$ cat src/hdl/assert_macros.svh
// Assertion helpers, compiled out for synthesis.
`ifndef ASSERT_MACROS_SVH
`define ASSERT_MACROS_SVH
`ifndef SYNTHESIS
// Property must hold at every clock edge out of reset.
`define ASSERT_ALWAYS(label, clk, rst_n, prop) \
  label: assert property (@(posedge clk) disable iff (!rst_n) (prop)) \
    else $error("assertion failed");
// Antecedent in one cycle implies consequent in the next.
`define ASSERT_NEXT(label, clk, rst_n, ante, cons) \
  label: assert property (@(posedge clk) disable iff (!rst_n) (ante) |=> (cons)) \
    else $error("assertion failed");
`else
`define ASSERT_ALWAYS(label, clk, rst_n, prop)
`define ASSERT_NEXT(label, clk, rst_n, ante, cons)
`endif
`endif

$ cat src/hdl/drs_div.sv
// Pipelined restoring divider: 32 quotient bits, one per stage.
// Dividend is rem0:low with rem0 < den.
module drs_div #(
  parameter int DW = 24
) (
  input  logic          clk,
  input  logic          en,
  input  logic [DW-1:0] rem0,
  input  logic [31:0]   low,
  input  logic [DW-1:0] den,
  output logic [31:0]   quo
);

  logic [DW-1:0] rem_r [0:32];
  logic [31:0]   low_r [0:32];
  logic [DW-1:0] den_r [0:32];
  logic [31:0]   quo_r [0:32];

  assign rem_r[0] = rem0;
  assign low_r[0] = low;
  assign den_r[0] = den;
  assign quo_r[0] = '0;

  for (genvar i = 0; i < 32; i++) begin : g_step
    logic [DW:0] r2;
    logic [DW:0] diff;
    assign r2   = {rem_r[i], low_r[i][31]};
    assign diff = r2 - {1'b0, den_r[i]};

    always_ff @(posedge clk) begin
      if (en) begin
        low_r[i+1] <= {low_r[i][30:0], 1'b0};
        den_r[i+1] <= den_r[i];
        if (!diff[DW]) begin
          rem_r[i+1] <= diff[DW-1:0];
          quo_r[i+1] <= {quo_r[i][30:0], 1'b1};
        end else begin
          rem_r[i+1] <= r2[DW-1:0];
          quo_r[i+1] <= {quo_r[i][30:0], 1'b0};
        end
      end
    end
  end

  assign quo = quo_r[32];

endmodule
$ cat config.mk
export PLATFORM = sky130hd
export DESIGN_NAME = drs_div
export DESIGN_NICKNAME = d
export VERILOG_FILES = /design/src/hdl/assert_macros.svh /design/src/hdl/drs_div.sv
export SDC_FILE = /design/constraint.sdc
export NUM_CORES = 2
export LEC_CHECK = 0
export BUFFER_PORTS_ARGS = -buffer_cell sky130_fd_sc_hd__buf_2
export CAP_MARGIN = 25
export CORE_ASPECT_RATIO = 0.8
export CORE_UTILIZATION = 36
export CTS_CLUSTER_DIAMETER = 40
export DETAILED_ROUTE_END_ITERATION = 16
export PLACE_DENSITY_LB_ADDON = 0.15
export SYNTH_ARGS = -nofsm -noshare
export SYNTH_HDL_FRONTEND = slang
export SYNTH_SLANG_ARGS = --single-unit
export TNS_END_PERCENT = 30
$ cat constraint.sdc
create_clock -name clk -period 4.9 [get_ports clk]
set_input_delay 0.98 -clock clk [delete_from_list [all_inputs] [get_ports clk]]
set_output_delay 0.98 -clock clk [all_outputs]
set_load 0.02 [all_outputs]
==> impl_metrics.json <==
{
  "finalHoldViolCount": 0,
  "synth_area_leaders": "sky130_fd_sc_hd__edfxtp_1 62%, sky130_fd_sc_hd__ha_1 7.9%, sky130_fd_sc_hd__mux2_2 6.0%",
  "gr-usage-all-layers_pct": 14.1,
  "grt_first_pass_wirelength_mm": 387,
  "holdBufCountCts": 0,
  "ys_warn_count": 0,
  "floorplan.core_area_um2": 335000,
  "p_per_area_nw_per_um2": 718,
  "clk_latency_ns": 0.96,
  "top_level_ports": 114,
  "drt_first_pass_iters": 6,
  "postSynthRegisterBits": 2512,
  "placement_rows": 190,
  "path_cells": "ha_1 > inv_1 > fa_1 > and2_1 > o31ai_1 > a21oi_1 > o211ai_1 > a21oi_1 > o21ai_0 > o21ai_0 > a21oi_1 > xnor2_2 > buf_4 > mux2_2",
  "die_width_um": 651,
  "seq_area_frac_synth_pct": 62.2,
  "first_global_vias": 68500,
  "detail_route.iter0.violations": 5114,
  "max-slew-margin-rel_pct": 37.7,
  "finalCriticalPeriod_ns": 4.56,
  "synth_simple_gate_area_share_pct": 4.49,
  "antenna_violations_before_repair": 4,
  "initial_utilization_pct": 36.2,
  "transition_at_the_pin_with_the_smallest_max_transition_slack_ns": 0.935,
  "crit_path_max_delay_cell_type": "sky130_fd_sc_hd__edfxtp_1",
  "timing.hold.ws_ns": 0.197,
  "synth.net_count": 9648,
  "vdd_drop_max_v": 0.000445,
  "die_height_um": 521,
  "worstSetupPathType": "register to register",
  "finalSetupViolCount": 0,
  "detailed_place_hpwl_mm": 169,
  "port-buffer-count": 113,
  "layout-area-overhead-vs-synth_pct": 17.1,
  "route.antenna.remaining_nets": 0,
  "cpPeakStageDelay_ns": 0.50,
  "cp_data_arrival_time_ns": 5.21,
  "timing.final.crit_share_pct": 93.0,
  "htreeDepth": 5,
  "run_status": "completed",
  "maxCapViolations": 0,
  "finish.net_count": 10100,
  "cts_repair_resize_count": 0,
  "synth-compound-area-share_pct": 10.1,
  "vias_per_cell": 4.93,
  "grt_start_max_net_pins": 140,
  "power.static_leakage_uw": 0.0563,
  "final_layout_size_suffix_gt1_share_pct": 17.1,
  "synth_largest_area_cell": "sky130_fd_sc_hd__edfxtp_1",
  "clock_tree_from_tritoncts": "yes",
  "fmax_mhz": 220,
  "post_synth_fa_ha_maj_area_fraction_pct": 8.42,
  "mostFrequentLayoutCell": "sky130_fd_sc_hd__edfxtp_1",
  "critical_path.max_fanout": 25,
  "syn-mean-instance-area_um2": 13.8,
  "number_of_enable_flip_flop_cells_after_synthesis": 2512,
  "clkTransAtPathRegs_ns": 0.06,
  "ys_async_sr_fraction_pct": 0,
  "fillCellCount": 30300,
  "mappedNetlistArea_um2": 121000,
  "yosys.area_share.xor_xnor_pct": 4.66,
  "ys.flop_type": "sky130_fd_sc_hd__edfxtp_1",
  "grt_setup_unrepaired": "false",
  "area_fraction_of_the_dominant_cell_type_after_synthesis_pct": 62.2,
  "crit_path_frequent_cell": "sky130_fd_sc_hd__a21oi_1",
  "number_of_slew_limit_violations_in_the_final_report": 0,
  "final_gp_congestion": 0.868,
  "cts_inserted_buffers": 400,
  "hold_path.class": "input pin to register",
  "post_synth_mux_area_share_pct": 6.59,
  "synth_cell_type_count": 80,
  "clk_path_buf_depth": 4,
  "dieArea_um2": 339000,
  "final.setup.tns_ns": 0,
  "clock_skew_ns": 0.0601,
  "cp.required_ns": 5.55,
  "clock_sink_count": 2512,
  "crit_path_start_kind": "register",
  "synth_cells": 8768,
  "crit_path_end_kind": "register",
  "detail_route.drc_violations": 0,
  "wl_mm": 243,
  "cts_setup_buffers": 0,
  "top_library_cells_by_usage_in_the_layout_fill_and_taps_aside": "2512 x sky130_fd_sc_hd__edfxtp_1, 959 x sky130_fd_sc_hd__inv_1, 767 x sky130_fd_sc_hd__ha_1",
  "via_count": 69000,
  "wl_per_cell_um": 17.4,
  "clockRootBuffer": "sky130_fd_sc_hd__clkbuf_16",
  "combinational_family_with_the_most_area_after_synthesis": "compound AO/OA/AOI/OAI gates",
  "grt.overflow.total": 0
}
synth_stat cells (50+ instances only):
| cell | number |
|---|---|
| sky130_fd_sc_hd__nor2b_1 | 83 |
| sky130_fd_sc_hd__edfxtp_1 | 2512 |
| sky130_fd_sc_hd__nand4_1 | 68 |
| sky130_fd_sc_hd__a21oi_1 | 574 |
| sky130_fd_sc_hd__xor2_1 | 222 |
| sky130_fd_sc_hd__and3_1 | 73 |
| sky130_fd_sc_hd__nor2_1 | 350 |
| sky130_fd_sc_hd__nand2_1 | 247 |
| sky130_fd_sc_hd__a31oi_1 | 50 |
| sky130_fd_sc_hd__a211oi_1 | 60 |
| sky130_fd_sc_hd__clkbuf_1 | 52 |
| sky130_fd_sc_hd__o21ai_0 | 341 |
| sky130_fd_sc_hd__mux2_2 | 646 |
| sky130_fd_sc_hd__a21o_1 | 326 |
| sky130_fd_sc_hd__o21a_1 | 119 |
| sky130_fd_sc_hd__nand3_1 | 103 |
| sky130_fd_sc_hd__ha_1 | 767 |
| sky130_fd_sc_hd__o21bai_1 | 65 |
| sky130_fd_sc_hd__nand2b_1 | 74 |
| sky130_fd_sc_hd__inv_1 | 959 |
| sky130_fd_sc_hd__xnor2_1 | 422 |
state kept, by name (all words and copies together), names as in the netlist:
register and cells:
quo_r 496, g_step.r2 775, low_r 465, den_r 744, quo 32
final timing paths:
path | from | to | slack (ns) | cells after the start
worst max-delay path | den_r[360] | g_step[18].r2[11] | 0.34 | 14
worst max register to register | den_r[360] | g_step[18].r2[11] | 0.34 | 14
worst min-delay path | low[21] | low_r[1014] | 0.20 | 1
worst min register to register | low_r[347] | low_r[316] | 0.39 | 0
area by class of cell:
type / count / area, µm² / share of cell area, %
well taps: 4416 / 5530 / 3.89
flip-flops and latches: 2512 / 75400 / 53.1
clock buffers: 427 / 10100 / 7.14
clock inverters: 319 / 3810 / 2.69
inverters: 959 / 3600 / 2.54
diodes: 1 / 2.50 / 0.00176
multi-input cells: 5160 / 41800 / 29.4
repair buffers: 217 / 1690 / 1.19
worst max-delay path: cells and delay by family (launching register included):
family	cells	cell delay, ns
AO/OA/AOI/OAI	7	2.00
adder cells (fa/ha/maj)	2	0.62
flip-flops	1	0.50
multiplexers	1	0.43
buffers and inverters	2	0.42
AND/OR/NAND/NOR	1	0.18
XOR/XNOR	1	0.13
metrics by stage:
stage	total power (µW)	worst slack (ns)	std cells	utilization, %	area, µm²
after floorplan	63400	0.671	8768	-	121000
after global placement	72700	0.274	13300	38.2	128000
after detailed placement	73200	0.332	13300	38.2	128000
after CTS	103000	0.399	14000	42.4	142000
after global routing	109000	0.108	14000	42.4	142000
final	102000	0.345	14000	42.4	142000
logic make-up after synthesis:
family	after synthesis
flip-flops	2512
AO/OA/AOI/OAI	1885
AND/OR/NAND/NOR	1123
buffers and inverters	1096
adder cells (fa/ha/maj)	798
multiplexers	709
XOR/XNOR	645
metal layers:
metal,global-route usage [%],part of all wire [%],vias up,wire (µm)
li1,-,-,33900,-
met1,21.4,51,33300,124000
met2,20.1,41,1372,100000
met3,2.63,5.3,473,12900
met4,4.41,2.7,0,6590
met5,0,0,-,0
where the power goes:
part | internal, µW | switching [µW]
clock network | 17800 | 11000
registers | 31000 | 2850
logic | 19400 | 19800
total | 68300 | 33700
Note: power is estimated with default switching activity, not from simulation.
